==> config.mk <==
export PLATFORM = sky130hd
export DESIGN_NAME = lfpf_front
export DESIGN_NICKNAME = d
export VERILOG_FILES = /design/src/rtl/lfpf_pkg.sv /design/src/rtl/lfpf_front.sv
export SDC_FILE = /design/constraint.sdc
export NUM_CORES = 1
export LEC_CHECK = 0
export BUFFER_PORTS_ARGS = -buffer_cell sky130_fd_sc_hd__clkbuf_2
export CAP_MARGIN = 20
export CORE_MARGIN = 10
export CORE_UTILIZATION = 33
export DETAILED_ROUTE_END_ITERATION = 8
export SLEW_MARGIN = 30
export SYNTH_ARGS = -nofsm -noshare
export SYNTH_HDL_FRONTEND = slang
export SYNTH_SLANG_ARGS = --single-unit
export TNS_END_PERCENT = 50
==> constraint.sdc <==
create_clock -name clk -period 4.04 [get_ports clk]
set_input_delay 0.202 -clock clk [delete_from_list [all_inputs] [get_ports clk]]
set_output_delay 0.202 -clock clk [all_outputs]
set_load 0.03 [all_outputs]
==> src/rtl/lfpf_pkg.sv <==
`timescale 1ns / 1ps
`default_nettype none
// ----------------------------------------------------------------------------
// lfpf_pkg
// Shared constants, codes and types of the length-framed packet FIFO.
// ----------------------------------------------------------------------------
package lfpf_pkg;

  localparam int DATA_DEPTH   = 1024;
  localparam int RECORD_DEPTH = 16;
  localparam int MAX_PACKET   = 64;

  localparam int DATA_AW = $clog2(DATA_DEPTH);
  localparam int DU_W    = DATA_AW + 1;
  localparam int DU_X    = DU_W + 1;
  localparam int REC_AW  = $clog2(RECORD_DEPTH);
  localparam int RU_W    = REC_AW + 1;

  localparam int LEN_W    = 7;
  localparam int BYTE_W   = 8;
  localparam int STATUS_W = 2;

  localparam int CMDQ_DEPTH = 2;
  localparam int CMDQ_AW    = $clog2(CMDQ_DEPTH);
  localparam int CMDQ_CW    = CMDQ_AW + 1;

  localparam logic KIND_PUSH = 1'b0;
  localparam logic KIND_POP  = 1'b1;

  typedef enum logic [STATUS_W-1:0] {
    ST_OK        = 2'd0,
    ST_REC_FULL  = 2'd1,
    ST_DATA_FULL = 2'd2,
    ST_EMPTY     = 2'd3
  } status_t;

  typedef enum logic {
    CMD_STATUS = 1'b0,
    CMD_POP    = 1'b1
  } cmd_op_t;

  typedef struct packed {
    cmd_op_t             op;
    status_t             status;
    logic [LEN_W-1:0]    length;
    logic [REC_AW-1:0]   rec_ptr;
  } cmd_t;

  typedef struct packed {
    logic                data_we;
    logic [DATA_AW-1:0]  data_addr;
    logic [BYTE_W-1:0]   data_val;
    logic                rec_we;
    logic [REC_AW-1:0]   rec_addr;
    logic [LEN_W-1:0]    rec_val;
  } store_wr_t;

  typedef struct packed {
    logic                valid;
    logic [LEN_W-1:0]    len;
  } pop_done_t;

  typedef enum logic [1:0] {
    BK_IDLE   = 2'd0,
    BK_LEN    = 2'd1,
    BK_STREAM = 2'd2
  } back_state_t;

endpackage
`default_nettype wire

==> src/rtl/lfpf_front.sv <==
`timescale 1ns / 1ps
`default_nettype none
// ----------------------------------------------------------------------------
// lfpf_front
// Accepts words, admits or rejects packets, owns the write side and the
// occupancy counters, and queues status answers and pop jobs for the back.
// ----------------------------------------------------------------------------
module lfpf_front (
  input  logic                         clk,
  input  logic                         rst,
  input  logic                         start,
  input  logic                         kind,
  input  logic                         first,
  input  logic [lfpf_pkg::LEN_W-1:0]   packet_length,
  input  logic [lfpf_pkg::BYTE_W-1:0]  data_byte,
  input  logic                         q_full,
  input  lfpf_pkg::pop_done_t          pop_done,
  output logic                         busy,
  output lfpf_pkg::store_wr_t          store_wr,
  output logic                         enq,
  output lfpf_pkg::cmd_t               enq_cmd
);
  import lfpf_pkg::*;

  logic [DATA_AW-1:0] data_write_ptr, data_write_ptr_next;
  logic [DU_W-1:0]    data_used, data_used_next;
  logic [REC_AW-1:0]  length_write_ptr, length_write_ptr_next;
  logic [REC_AW-1:0]  length_read_ptr, length_read_ptr_next;
  logic [RU_W-1:0]    length_used, length_used_next;
  logic               packet_open, packet_open_next;
  logic [LEN_W-1:0]   bytes_left, bytes_left_next;
  logic               pop_wait, pop_wait_next;

  logic               accept, is_push, is_pop, new_pkt, admit, store_now, pop_empty;
  logic               too_long, no_data_room, no_rec_room;
  logic [DU_X-1:0]    used_plus_len;
  logic [LEN_W-1:0]   left_dec, plen_dec;
  status_t            push_status;

  assign busy    = pop_wait | q_full;
  assign accept  = start & ~busy;
  assign is_push = accept & (kind == KIND_PUSH);
  assign is_pop  = accept & (kind == KIND_POP);

  assign used_plus_len = DU_X'(data_used) + DU_X'(packet_length);
  assign too_long      = packet_length > LEN_W'(MAX_PACKET);
  assign no_data_room  = used_plus_len >= DU_X'(DATA_DEPTH);
  assign no_rec_room   = length_used > RU_W'(RECORD_DEPTH - 2);

  always_comb begin
    if (too_long || no_data_room) begin
      push_status = ST_DATA_FULL;
    end else if (no_rec_room) begin
      push_status = ST_REC_FULL;
    end else begin
      push_status = ST_OK;
    end
  end

  // the packet still being filled is not poppable
  assign pop_empty = (length_used == '0) || (packet_open && (length_used == RU_W'(1)));
  assign new_pkt   = is_push & ~packet_open & first;
  assign admit     = new_pkt & (push_status == ST_OK);
  assign store_now = is_push & (packet_open | (admit & (packet_length != '0)));

  assign left_dec = (bytes_left != '0) ? bytes_left - 1'b1 : '0;
  assign plen_dec = (packet_length != '0) ? packet_length - 1'b1 : '0;

  always_comb begin
    store_wr.data_we   = store_now;
    store_wr.data_addr = data_write_ptr;
    store_wr.data_val  = data_byte;
    store_wr.rec_we    = admit;
    store_wr.rec_addr  = length_write_ptr;
    store_wr.rec_val   = packet_length;
  end

  assign enq = new_pkt | is_pop;

  always_comb begin
    enq_cmd.rec_ptr = length_read_ptr;
    if (is_pop) begin
      enq_cmd.op     = pop_empty ? CMD_STATUS : CMD_POP;
      enq_cmd.status = pop_empty ? ST_EMPTY : ST_OK;
      enq_cmd.length = '0;
    end else begin
      enq_cmd.op     = CMD_STATUS;
      enq_cmd.status = push_status;
      enq_cmd.length = packet_length;
    end
  end

  always_comb begin
    data_write_ptr_next   = data_write_ptr;
    data_used_next        = data_used;
    length_write_ptr_next = length_write_ptr;
    length_read_ptr_next  = length_read_ptr;
    length_used_next      = length_used;
    packet_open_next      = packet_open;
    bytes_left_next       = bytes_left;
    pop_wait_next         = pop_wait;

    if (store_now) begin
      data_write_ptr_next = (data_write_ptr == DATA_AW'(DATA_DEPTH - 1)) ?
                            '0 : data_write_ptr + 1'b1;
    end

    if (is_push) begin
      if (packet_open) begin
        bytes_left_next  = left_dec;
        packet_open_next = (left_dec != '0);
      end else if (!first) begin
        bytes_left_next = left_dec;   // dropping a rejected packet
      end else if (admit) begin
        length_write_ptr_next = (length_write_ptr == REC_AW'(RECORD_DEPTH - 1)) ?
                                '0 : length_write_ptr + 1'b1;
        length_used_next      = length_used + 1'b1;
        data_used_next        = data_used + DU_W'(packet_length);
        bytes_left_next       = plen_dec;
        packet_open_next      = (plen_dec != '0);
      end else begin
        bytes_left_next = plen_dec;
      end
    end

    if (is_pop && !pop_empty) begin
      length_read_ptr_next = (length_read_ptr == REC_AW'(RECORD_DEPTH - 1)) ?
                             '0 : length_read_ptr + 1'b1;
      length_used_next     = length_used - 1'b1;
      pop_wait_next        = 1'b1;
    end

    if (pop_done.valid) begin
      data_used_next = data_used - DU_W'(pop_done.len);
      pop_wait_next  = 1'b0;
    end
  end

  always_ff @(posedge clk) begin
    if (rst) begin
      data_write_ptr   <= '0;
      data_used        <= '0;
      length_write_ptr <= '0;
      length_read_ptr  <= '0;
      length_used      <= '0;
      packet_open      <= 1'b0;
      bytes_left       <= '0;
      pop_wait         <= 1'b0;
    end else begin
      data_write_ptr   <= data_write_ptr_next;
      data_used        <= data_used_next;
      length_write_ptr <= length_write_ptr_next;
      length_read_ptr  <= length_read_ptr_next;
      length_used      <= length_used_next;
      packet_open      <= packet_open_next;
      bytes_left       <= bytes_left_next;
      pop_wait         <= pop_wait_next;
    end
  end

  a_data_used_bound: assert property (@(posedge clk) disable iff (rst)
    data_used < DU_W'(DATA_DEPTH))
    else $error("data occupancy reached the ring size");

  a_length_used_bound: assert property (@(posedge clk) disable iff (rst)
    length_used < RU_W'(RECORD_DEPTH))
    else $error("record occupancy reached the ring size");

  a_done_while_waiting: assert property (@(posedge clk) disable iff (rst)
    pop_done.valid |-> pop_wait && !accept)
    else $error("pop completion without an outstanding pop");

endmodule
`default_nettype wire

==> results.sh <==
export IMPL_crit_arrival_ns=3.26
export IMPL_nets=486
export IMPL_ir_worst_vdd_v=0.000172
export IMPL_ios=76
export IMPL_ant_nets=0
export IMPL_grt_pass1_wl_microns=13500
export IMPL_fp_coreArea_sq_um=9370
export IMPL_synth_edf_count=0
export IMPL_min_delay_start="pop_done[0]"
export IMPL_finalClockSkew_ns=0.00902
export IMPL_overflow=0
export IMPL_worstPathMaxFanout=5
export IMPL_fin_cells=559
export IMPL_timing_final_crit_period_ns=3.04
export IMPL_route_met3_wl_microns=570
export IMPL_grt_pass1_vias=2731
export IMPL_antenna_found_initial=0
export IMPL_period_share_pct=75.2
export IMPL_finalHoldViolCount=0
export IMPL_gp_congestion=0.857
export IMPL_drc=0
export IMPL_seq_area_sq_um=861
export IMPL_syn_area_per_cell_sq_um=8.17
export IMPL_final_common_cell="clkbuf_2"
export IMPL_setup_ws_ns=1.00
export IMPL_dieArea_sq_um=14100
export IMPL_synth_nets=451
export IMPL_critPathCaptureType="flip-flop"
export IMPL_cp_cell_sequence="clkbuf_2 -> inv_1 -> ha_1 -> or2b_2 -> o41ai_4 -> a22oi_1 -> ha_1 -> or2_2 -> a21o_1 -> a31o_2 -> a21oi_1 -> xnor2_1 -> or3_1 -> a21oi_1"
export IMPL_ys_flop_type="dfxtp_1"
export IMPL_yosysTopAreaCellShare_pct=26.7
export IMPL_ctsHtreeMaxLevel=2
export IMPL_multi_input_area_sq_um=2070
export IMPL_drt_iter0_markers=154
export IMPL_synth_warnings=0
export IMPL_clkSinkCount=43
export IMPL_wl_per_cell_microns=14.3
export IMPL_cts_made_buffers=5
export IMPL_cts_tree="yes"
export IMPL_dp_cells=551
export IMPL_cpMaxStageDelayCell="or2b_2"
export IMPL_start_util_pct=34.4
export IMPL_drt_wl_total_microns=8010
export IMPL_first_pass_iters=5
export IMPL_grtUsageTotal_pct=11.1
export IMPL_cap_violations=0
export IMPL_ys_ff_latch=43
export IMPL_setup_worst_path_start="packet_length[0]"
export IMPL_p_leak_nw=1.49
export IMPL_die_h_microns=119
export IMPL_wl_met1_microns=3920
export IMPL_num_rows=35
export IMPL_status="finished clean"
export IMPL_finalSetupTns_ns=0
export IMPL_top_layer_used="met4"
export IMPL_post_place_ws_ns=0.699
export IMPL_final_cell_mix="clkbuf_2, nor2_1, dfxtp_1, nand2_1, a21oi_1"
export IMPL_num_vias=2865
export IMPL_area_delta_synth_final_pct=10.6
export IMPL_final_max_slew_viol_count=0
export IMPL_hp_class="in2reg"
export IMPL_post_route_util_pct=38.0
export IMPL_crit_type="in2reg"
export IMPL_reg2reg_from="data_used[0]"
export IMPL_cts_root_buf="clkbuf_8"
export IMPL_tightest_slew_ns=0.878
export IMPL_rsz0062_at_grt="no"
export IMPL_clk_pin_slew_worst_paths_ns=0.09
export IMPL_max_slew_margin_pct=41.4
export IMPL_start_kind="input port"
export IMPL_worstPathRequired_ns=4.26
export IMPL_max_freq_ghz=0.329
export IMPL_port_buffers=59
export IMPL_n_antenna_cell=0
export IMPL_synth_top_area_cell="dfxtp_1"
export IMPL_clk_path_buf_depth=2
export IMPL_placed_cell_area_sq_um=3450
export IMPL_finalPower_mw=1.20
export IMPL_drive_gt1_share_pct=21.4
export IMPL_ys_seq_area_share_pct=26.7
export IMPL_async_flop_share_pct=0
export IMPL_synth_cells=394
export IMPL_insertion_delay_ns=0.30
export IMPL_synth_area_sq_um=3220
export IMPL_via_per_inst=5.13
export IMPL_ctsHoldBuffers=0
export IMPL_design_area_sq_um=3560
export IMPL_cpPeakStageDelay_ns=0.35
export IMPL_dr_wl_met2_microns=3430
export IMPL_cts_setup_buffers=0
export IMPL_nFillCells=999
export IMPL_p_per_area_nw_per_um2=338
export IMPL_grt_start_max_net_pins=39
export IMPL_dp_hpwl_microns=6270
export IMPL_ctsResizeCount=0
export IMPL_setup_viol=0
export IMPL_synthTopCellsByArea="dfxtp_1, ha_1, nor2_1"
export IMPL_synth_distinct_cells=68
export IMPL_dieWidth_microns=119
export IMPL_holdWs_ns=0.340
-- registers in the layout, indices dropped and copies added (netlist names) --
name	cells
length_write_ptr	4
length_read_ptr	4
data_write_ptr	10
bytes_left	7
length_used	5
pop_wait	1
data_used	11
packet_open	1
-- worst max-delay path: cells and delay by family --
kind            cells  cell delay, ns
buf+inv             2            0.25
xor+xnor            1            0.09
compound gates      6            1.21
fa+ha+maj           2            0.55
simple gates        3            0.96
-- area by class of cell --
type,count,share of cell area (%)
inverter,14,1.48
timing repair buffer,60,8.50
sequential,43,24.2
clock inverter,3,1.33
clock buffer,5,1.93
multi-input combinational,305,58.1
tap,129,4.53
-- logic make-up after synthesis --
| logic type | after synthesis | share of synthesized area [%] |
|---|---|---|
| AND/OR/NAND/NOR | 154 | 23.9 |
| AO/OA/AOI/OAI | 91 | 20.1 |
| buffers and inverters | 46 | 9.02 |
| flip-flops | 43 | 26.7 |
| adder cells (fa/ha/maj) | 28 | 11.3 |
| XOR/XNOR | 25 | 6.80 |
| multiplexers | 7 | 2.18 |
-- power breakdown --
part | switching, mW | leakage [nW] | internal (mW)
combinational | 0.217 | 1.08 | 0.159
sequential | 0.0257 | 0.349 | 0.449
clock | 0.167 | 0.0587 | 0.188
-- Yosys cell counts, types with 3 or more instances --
| cell type | instances |
|---|---|
| nor3_1 | 9 |
| clkbuf_1 | 6 |
| nor2b_1 | 10 |
| a21oi_1 | 31 |
| buf_2 | 3 |
| a21o_1 | 3 |
| nand2_1 | 42 |
| or3_1 | 5 |
| ha_1 | 26 |
| dfxtp_1 | 43 |
| nand3_1 | 7 |
| a22oi_1 | 3 |
| or2_2 | 5 |
| nor2_1 | 51 |
| mux2i_1 | 7 |
| o21ai_0 | 16 |
| o2111ai_1 | 6 |
| inv_1 | 14 |
| xor2_1 | 14 |
| buf_4 | 18 |
| xnor2_1 | 11 |
| a211oi_1 | 3 |
-- metal layers --
layer / vias up / global-route usage, %
met3: 8 / 3.47
met1: 1338 / 15.0
met5: - / 0
met4: 0 / 2.90
li1: 1447 / -
met2: 72 / 16.7
-- worst paths after layout --
kind                          to  slack, ns  depth (start not counted)
setup / recovery   data_used[10]       1.00                         14
hold reg to reg   length_used[4]       0.48                          2
hold / removal      data_used[0]       0.34                          5
setup reg to reg   data_used[10]       1.29                         10
Note: power is estimated with default switching activity, not from simulation.
