<file path="src/rtl/lfpf_pkg.sv">
`timescale 1ns / 1ps
`default_nettype none
// ----------------------------------------------------------------------------
// lfpf_pkg
// Shared constants, codes and types of the length-framed packet FIFO.
// ----------------------------------------------------------------------------
package lfpf_pkg;

  localparam int DATA_DEPTH   = 1024;
  localparam int RECORD_DEPTH = 16;
  localparam int MAX_PACKET   = 64;

  localparam int DATA_AW = $clog2(DATA_DEPTH);
  localparam int DU_W    = DATA_AW + 1;
  localparam int DU_X    = DU_W + 1;
  localparam int REC_AW  = $clog2(RECORD_DEPTH);
  localparam int RU_W    = REC_AW + 1;

  localparam int LEN_W    = 7;
  localparam int BYTE_W   = 8;
  localparam int STATUS_W = 2;

  localparam int CMDQ_DEPTH = 2;
  localparam int CMDQ_AW    = $clog2(CMDQ_DEPTH);
  localparam int CMDQ_CW    = CMDQ_AW + 1;

  localparam logic KIND_PUSH = 1'b0;
  localparam logic KIND_POP  = 1'b1;

  typedef enum logic [STATUS_W-1:0] {
    ST_OK        = 2'd0,
    ST_REC_FULL  = 2'd1,
    ST_DATA_FULL = 2'd2,
    ST_EMPTY     = 2'd3
  } status_t;

  typedef enum logic {
    CMD_STATUS = 1'b0,
    CMD_POP    = 1'b1
  } cmd_op_t;

  typedef struct packed {
    cmd_op_t             op;
    status_t             status;
    logic [LEN_W-1:0]    length;
    logic [REC_AW-1:0]   rec_ptr;
  } cmd_t;

  typedef struct packed {
    logic                data_we;
    logic [DATA_AW-1:0]  data_addr;
    logic [BYTE_W-1:0]   data_val;
    logic                rec_we;
    logic [REC_AW-1:0]   rec_addr;
    logic [LEN_W-1:0]    rec_val;
  } store_wr_t;

  typedef struct packed {
    logic                valid;
    logic [LEN_W-1:0]    len;
  } pop_done_t;

  typedef enum logic [1:0] {
    BK_IDLE   = 2'd0,
    BK_LEN    = 2'd1,
    BK_STREAM = 2'd2
  } back_state_t;

endpackage
`default_nettype wire

</file>
<file path="src/rtl/lfpf_cmdq.sv">
`timescale 1ns / 1ps
`default_nettype none
// ----------------------------------------------------------------------------
// lfpf_cmdq
// Short job queue between the front and the back.
// ----------------------------------------------------------------------------
module lfpf_cmdq (
  input  logic            clk,
  input  logic            rst,
  input  logic            enq,
  input  lfpf_pkg::cmd_t  enq_cmd,
  input  logic            deq,
  output logic            q_valid,
  output lfpf_pkg::cmd_t  q_cmd,
  output logic            q_full
);
  import lfpf_pkg::*;

  cmd_t                entry [CMDQ_DEPTH];
  logic [CMDQ_AW-1:0]  wr_ptr, rd_ptr;
  logic [CMDQ_CW-1:0]  count, count_next;

  assign q_valid = (count != '0);
  assign q_full  = (count == CMDQ_CW'(CMDQ_DEPTH));
  assign q_cmd   = entry[rd_ptr];

  always_comb begin
    case ({enq, deq})
      2'b10:   count_next = count + 1'b1;
      2'b01:   count_next = count - 1'b1;
      default: count_next = count;
    endcase
  end

  always_ff @(posedge clk) begin
    if (enq) begin
      entry[wr_ptr] <= enq_cmd;
    end
  end

  always_ff @(posedge clk) begin
    if (rst) begin
      wr_ptr <= '0;
      rd_ptr <= '0;
      count  <= '0;
    end else begin
      if (enq) begin
        wr_ptr <= wr_ptr + 1'b1;
      end
      if (deq) begin
        rd_ptr <= rd_ptr + 1'b1;
      end
      count <= count_next;
    end
  end

endmodule
`default_nettype wire

</file>
<file path="config.mk">
export PLATFORM = sky130hd
export DESIGN_NAME = lfpf_cmdq
export DESIGN_NICKNAME = d
export VERILOG_FILES = /design/src/rtl/lfpf_pkg.sv /design/src/rtl/lfpf_cmdq.sv
export SDC_FILE = /design/constraint.sdc
export NUM_CORES = 1
export LEC_CHECK = 0
export BUFFER_PORTS_ARGS = -buffer_cell sky130_fd_sc_hd__clkbuf_2
export CORE_ASPECT_RATIO = 0.8
export CORE_UTILIZATION = 46
export CTS_BUF_LIST = sky130_fd_sc_hd__clkbuf_2 sky130_fd_sc_hd__clkbuf_4 sky130_fd_sc_hd__clkbuf_8
export DETAILED_ROUTE_END_ITERATION = 7
export PLACE_DENSITY = 0.72
export SETUP_SLACK_MARGIN = 0.05
export SKIP_LAST_GASP = 1
export SLEW_MARGIN = 20
export SYNTH_ARGS = -nofsm -noshare
export SYNTH_HDL_FRONTEND = slang
export SYNTH_SLANG_ARGS = --single-unit
</file>
<file path="constraint.sdc">
create_clock -name clk -period 1.7 [get_ports clk]
set_clock_uncertainty 0.15 [all_clocks]
set_input_delay 0.17 -clock clk [delete_from_list [all_inputs] [get_ports clk]]
set_output_delay 0.17 -clock clk [all_outputs]
set_load 0.01 [all_outputs]
</file>
==> results of run 1 <==
## metal layers
layer | vias up | share of wire | global-route usage
li1 | 363 | - | -
met2 | 22 | 0.51 | 0.279
met4 | 0 | 0.021 | 0.0857
met3 | 6 | 0.058 | 0.0811
met1 | 341 | 0.41 | 0.162
met5 | - | 0 | 0
## Yosys cell counts
master    number
xor2_1         1
o21ai_0        1
or2_2          1
a21oi_1        1
inv_1          1
mux2_2        14
and2_1         1
buf_2          1
edfxtp_1      28
xnor2_1        3
dfxtp_1        5
and2b_2        1
nor2_1         5
or3_1          1
ha_1           1
## path summary, 6_finish.rpt
check | start | endpoint | slack (ps)
max | flip-flop | q_cmd[2] | 100
min | deq | flip-flop | -0.2
max reg2reg | wr_ptr | entry[1][2] | 510
min reg2reg | count[1] | count[1] | 360
## flip-flops by register name, summed over array words and instances, names as in the netlist, named ones only
register	cells
wr_ptr	1
rd_ptr	1
count	2
entry	28
## worst reg2reg max path, stage by stage, from the launching register on
cell and delay (ps):
dfxtp_1 370, and2_1 140, buf_4 220
## cell families (layout without fill, tap and decap cells)
kind of cell,Yosys count,count (layout)
compound gates,2,2
buf+inv,2,63
xor+xnor,4,4
flops,33,33
simple gates,9,9
fa+ha+maj,1,1
mux,14,14
## final cells by class
type / instances / share of cell area
repair buffers: 54 / 0.233
multi-input cells: 30 / 0.160
clock buffers: 8 / 0.0379
well taps: 36 / 0.0258
inverters: 1 / 0.00215
flip-flops and latches: 33 / 0.540
## cells in the final DEF (no fill, tap or decap), types with 3 or more instances in the layout
cell | synthesis | final
dlygate4sd3_1 | 0 | 16
mux2_2 | 14 | 9
buf_6 | 0 | 8
clkbuf_2 | 0 | 27
xnor2_1 | 3 | 3
edfxtp_1 | 28 | 28
clkbuf_4 | 0 | 7
buf_4 | 0 | 3
dfxtp_1 | 5 | 4
nor2_1 | 5 | 5
mux2_4 | 0 | 5
## power by group through the flow
stage               logic (W)  registers, W  clock network [W]
CTS                  0.000257      0.000959           0.000492
detailed placement   0.000222      0.000978                  0
floorplan            0.000127      0.000972                  0
finish               0.000286      0.000959           0.000475
global route         0.000311      0.000966           0.000525
global placement     0.000216      0.000974                  0
## stage by stage
step                      total power, W  area [um2]  setup WS, ps  hold slack [ps]
after floorplan                  0.00110        1210           224             89.1
after global placement           0.00119        1450           342              208
after detailed placement         0.00120        1450           308              213
after CTS                        0.00171        1680          55.4             5.85
after global routing             0.00180        1750          28.0             13.3
final                            0.00172        1750          97.9           -0.223
## what timing repair did
action,4_1_cts,5_1_grt
endpoints found under the setup margin,11,11
cloned,0,0
hold buffers,16,0
buffers inserted,1,0
endpoints found under the hold margin,33,0
gates resized for setup,2,19
==> flow_metrics.tcl, run 1 <==
set metrics [dict create \
    max_slew.worst_pin.slew_ps 228 \
    fin_nets 144 \
    grt_max_degree 15 \
    routed_wl_mm 2.08 \
    slowest_stage "dfxtp_4" \
    muxShareOfSynthArea 0.130 \
    die_x_um 59.4 \
    place_congestion 0.583 \
    drc_errors 0 \
    seq_area_um2 945 \
    tns_ps 0 \
    antenna_found_initial 0 \
    layout-drive-gt1-share 0.500 \
    io_buffers 33 \
    die-area_um2 2840 \
    synth_compound_area_frac 0.00826 \
    cp.depth 3 \
    grt_pass1_wl_mm 2.96 \
    cts.sinks 33 \
    reg2reg_depth 2 \
    fmax_mhz 624 \
    synthAdderAreaFrac 0.0103 \
    multiInputGateArea_um2 280 \
    maxSlewHeadroom 0.847 \
    path_buf_inv 2 \
    synth-xor-area-share 0.0289 \
    cts_tree "yes" \
    syn_area_um2 1210 \
    violations "hold timing" \
    synthesis.nets 84 \
    vias 732 \
    crit_arrival_ps 1280 \
    cts-root-buf "clkbuf_4" \
    finalSetupViolCount 0 \
    maxCapViolations 0 \
    fp-row-count 16 \
    path_class "reg -> out" \
    path_common_cell "buf_6" \
    synth_top_family_by_area "multiplexers" \
    rsz0062_at_grt "true" \
    hold_violations 1 \
    fillers 184 \
    synth_cells 65 \
    p_int_w 0.00134 \
    syn_to_final_growth_pct 44.3 \
    clock_latency_ps 320 \
    syn_area_per_cell_um2 18.6 \
    hp-class "in -> reg" \
    critPathCaptureType "primary output" \
    synth_cell_types 15 \
    p_switching_w 0.000379 \
    status "finished, violations left" \
    synth_top_area_share 0.694 \
    antenna_cells 0 \
    post-route-period-util 0.942 \
    ios 34 \
    pwr-share-comb 0.166 \
    grtUsageTotal 0.160 \
    htreeDepth 2 \
    path_max_fanout 6 \
    layout_min_cycle_time_ps 1600 \
    power_frac_seq 0.558 \
    ant_nets 0 \
    drv_slew 0 \
    slowest_delay_ps 370 \
    whs_path_depth 3 \
    routed_via_density 4.52 \
    ir_worst_vdd_mv 0.615 \
    drt_iter0_drc 6 \
    die_height_um 47.9 \
    yosysTopAreaCell "edfxtp_1" \
    synth_area_leaders "edfxtp_1, mux2_2, dfxtp_1" \
    cts_buffer_depth 2 \
    post-route-util 0.710 \
    post_drt_wl_per_cell_um 12.8 \
    ys_seq_area_frac 0.777 \
    cp.required_ps 1380 \
    synth-seq-cells 33 \
    fin_cells 162 \
    initial_utilization 0.492 \
    core_um2 2460 \
    cts_inserted_buffers 5 \
    dp.cells 137 \
    dp.final_hpwl_mm 1.37 \
    clkPwrFrac 0.276 \
    synth_warnings 0 \
    p_leak_nw 0.709 \
    path_cells "buf_6 -> mux2_2 -> buf_6" \
    first_pass_iters 3 \
    p_per_area_nw_per_um2 984 \
    cts.clk_slew.worst_paths_ps 90 \
    synth-simple-area-share 0.0382 \
    p_sw_frac 0.221 \
    crit_path_start_kind "flip-flop" \
    grt_overflow 0 \
    grt_pass1_vias 702 \
    holdWs_ps -0.223 \
    crit_family "flip-flops" \
]
Note: power is estimated with default switching activity, not from simulation.
==> run 2, diff against run 1 <==
- CORE_UTILIZATION: 46 -> 52
- PLACE_DENSITY: 0.72 -> 0.8
==> flow_metrics.tcl, run 2 (synthesis gave the netlist of run 1 again) <==
set metrics [dict create \
    status "completed" \
    maxCapViolations 0 \
    cts_inserted_buffers 5 \
    dp.cells 127 \
    layout_common_cells "clkbuf_2, edfxtp_1, dlygate4sd3_1" \
    largest-register "entry" \
    ant_nets 0 \
    ir_worst_vdd_mv 0.925 \
    drc_errors 0 \
    crit_path_start_kind "flip-flop" \
    grtUsageTotal 0.197 \
    post-route-period-util 0.946 \
    path_class "reg -> out" \
    use_met3 0.100 \
    hold_violations 0 \
    layout_min_cycle_time_ps 1610 \
    clock_latency_ps 310 \
    routed_wl_mm 2.18 \
    htreeDepth 2 \
    antenna_cells 0 \
    largest_reg_flops 28 \
    dp.final_hpwl_mm 1.27 \
    postCtsSetupRepairBufs 0 \
    layout_commonest_cell "clkbuf_2" \
    fin_cells 152 \
    drv_slew 0 \
    hp-class "reg -> reg" \
    maxSlewHeadroom 0.865 \
    rsz0062_at_grt "true" \
    cts.sinks 33 \
    met2_usage 0.354 \
    layout-drive-gt1-share 0.512 \
    top_regs "entry: 28 flops, count: 2 flops" \
    die_x_um 56.0 \
    post_drt_wl_per_cell_um 14.3 \
    grt_max_degree 15 \
    crit_arrival_ps 1290 \
    drt_iter0_drc 15 \
    cts_buffer_depth 2 \
    fmax_mhz 622 \
    fin_nets 145 \
    max_slew.worst_pin.slew_ps 202 \
    p_leak_nw 0.689 \
    post-route-util 0.784 \
    die-area_um2 2530 \
    final_area_um2 1710 \
    first_pass_iters 4 \
    path_max_fanout 8 \
    syn_to_final_growth_pct 41.0 \
    die_height_um 45.2 \
    grt.met1_usage 0.198 \
    cts.clk_slew.worst_paths_ps 90 \
    grt_pass1_wl_mm 3.35 \
    busiest_layer "met2" \
    cts-root-buf "clkbuf_4" \
    fp-row-count 15 \
    dpl-instance-area_um2 1440 \
    initial_utilization 0.556 \
    vias 738 \
    ios 34 \
    core_um2 2180 \
    cts_tree "yes" \
    grt_pass1_vias 784 \
    finalSetupViolCount 0 \
    routed_via_density 4.86 \
    grt_overflow 0 \
    antenna_found_initial 0 \
    io_buffers 33 \
    fin_total_pwr_w 0.00170 \
    p_per_area_nw_per_um2 998 \
    tns_ps 0 \
    place_congestion 0.654 \
    critPathCaptureType "primary output" \
    cp.required_ps 1380 \
]
## run 2: final timing paths
check | to | depth (start not counted) | from | slack [ps]
setup / recovery | q_cmd[13] | 3 | flip-flop | 90
setup reg to reg | count[1] | 3 | count[0] | 520
hold / removal | count[1] | 2 | count[1] | 370
hold reg to reg | count[1] | 2 | count[1] | 370
## run 2: timing repair
item,in CTS,in global routing
hold endpoints to repair,33,0
setup endpoints to repair,0,15
gates resized for setup,0,9
hold buffers,17,0
## run 2: cell type report
cell class	count	area, um2
multi-input combinational	30	272
sequential	33	942
timing repair buffer	55	393
fill	127	469
tap	25	31.3
clock buffer	8	66.3
inverter	1	3.75
## run 2: report_power, final
group,internal [W],total (W),switching (W)
Clock,0.000236,0.000475,0.000239
Sequential,0.000937,0.000959,0.0000220
Combinational,0.000152,0.000270,0.000118
Total,0.00133,0.00170,0.000378
## run 2: stage by stage
stage	worst slack, ps	hold WS (ps)
global placement	370	208
floorplan	224	89.1
global route	37.0	391
finish	92.0	368
detailed placement	328	215
CTS	51.2	355
## run 2: critical path, stage by stage (launching register included)
cell	delay, ps
dfxtp_2	350
buf_6	140
mux2_2	350
clkbuf_2	140
## run 2: routing by layer
metal | wire length [um] | share of wire
met1 | 824 | 0.38
met2 | 1220 | 0.56
met3 | 105 | 0.048
met4 | 23 | 0.011
met5 | 0 | 0
==> run 3, diff against run 2 <==
- REMOVE_ABC_BUFFERS: default -> 1
==> flow_metrics.tcl, run 3 (synthesis gave the netlist of run 1 again) <==
set metrics [dict create \
    status "completed" \
    fmax_mhz 615 \
    grt_pass1_wl_mm 3.10 \
    fin_total_pwr_w 0.00169 \
    antenna_cells 0 \
    post-route-period-util 0.957 \
    place_congestion 0.658 \
    routed_wl_mm 2.06 \
    fp-row-count 15 \
    fin_nets 147 \
    drt_iter0_drc 26 \
    hold_violations 0 \
    max_slew.worst_pin.slew_ps 279 \
    syn_to_final_growth_pct 42.5 \
    routed_via_density 4.90 \
    p_per_area_nw_per_um2 979 \
    antenna_found_initial 0 \
    clock_latency_ps 330 \
    drv_slew 0 \
    hp-class "reg -> reg" \
    htreeDepth 2 \
    largest-register "entry" \
    rsz0062_at_grt "true" \
    grt_max_degree 15 \
    core_um2 2180 \
    post_drt_wl_per_cell_um 13.4 \
    layout-drive-gt1-share 0.512 \
    top_regs "entry: 28 flops, count: 2 flops" \
    setup_slack_ps 73.3 \
    cts-root-buf "clkbuf_4" \
    layout_commonest_cell "clkbuf_2" \
    largest_reg_flops 28 \
    first_pass_iters 4 \
    cts_tree "yes" \
    cts_inserted_buffers 5 \
    ir_worst_vdd_mv 0.730 \
    tns_ps 0 \
    dpl-instance-area_um2 1450 \
    final_area_um2 1730 \
    ios 34 \
    cts.clk_slew.worst_paths_ps 90 \
    die_x_um 56.0 \
    vias 755 \
    cts_buffer_depth 2 \
    layout_common_cells "clkbuf_2, edfxtp_1, dlygate4sd3_1" \
    crit_path_start_kind "flip-flop" \
    critPathCaptureType "primary output" \
    grtUsageTotal 0.183 \
    maxSlewHeadroom 0.814 \
    die-area_um2 2530 \
    p_leak_nw 0.697 \
    ant_nets 0 \
    maxCapViolations 0 \
    crit_arrival_ps 1310 \
    layout_min_cycle_time_ps 1630 \
    die_height_um 45.2 \
    path_class "reg -> out" \
    grt_overflow 0 \
    post-place-ws_ps 295 \
    cts.sinks 33 \
    regToRegSetupSlack_ps 320 \
    io_buffers 33 \
    cp.required_ps 1380 \
    finalSetupViolCount 0 \
    drc_errors 0 \
    initial_utilization 0.556 \
    path_max_fanout 10 \
    grt_pass1_vias 708 \
]
run 3: routing by layer:
metal,wire length (um),global-route usage,part of all wire
met5,0,0,0
met2,1050,0.320,0.51
met1,807,0.181,0.39
met4,64,0.117,0.031
met3,135,0.0888,0.066
run 3: worst max-delay path: stages (launching register included):
cell	delay [ps]
dfxtp_4	380
buf_12	130
mux2_2	340
clkbuf_2	130
run 3: path summary, 6_finish.rpt:
kind / startpoint / end / cells past startpoint
max: flip-flop / q_cmd[13] / 3
min: rd_ptr / rd_ptr / 2
min reg2reg: rd_ptr / rd_ptr / 2
max reg2reg: rd_ptr / flip-flop / 3
run 3: layout make-up:
type | count | area, um2
Inverter | 1 | 3.75
Clock buffer | 8 | 60.1
Fill cell | 127 | 452
Tap cell | 25 | 31.3
Multi-Input combinational cell | 30 | 270
Sequential cell | 33 | 945
Timing Repair Buffer | 57 | 415
run 3: report_power, final:
part | total, W | internal (W) | switching [W]
sequential | 0.000960 | 0.000937 | 0.0000225
combinational | 0.000277 | 0.000160 | 0.000118
clock | 0.000452 | 0.000212 | 0.000239
total | 0.00169 | 0.00131 | 0.000379
run 3: timing repair:
action / CTS / global route
hold buffers: 18 / 0
setup buffers: 3 / 0
gates resized for setup: 2 / 2
endpoints found under the setup margin: 10 / 11
hold endpoints to repair: 33 / 0
run 3: per-stage QoR:
stage	instances	utilization	hold WS (ps)
after floorplan	64	-	89.1
after global placement	125	0.666	209
after detailed placement	125	0.666	215
after CTS	154	0.789	373
after global routing	154	0.793	392
final	154	0.793	390
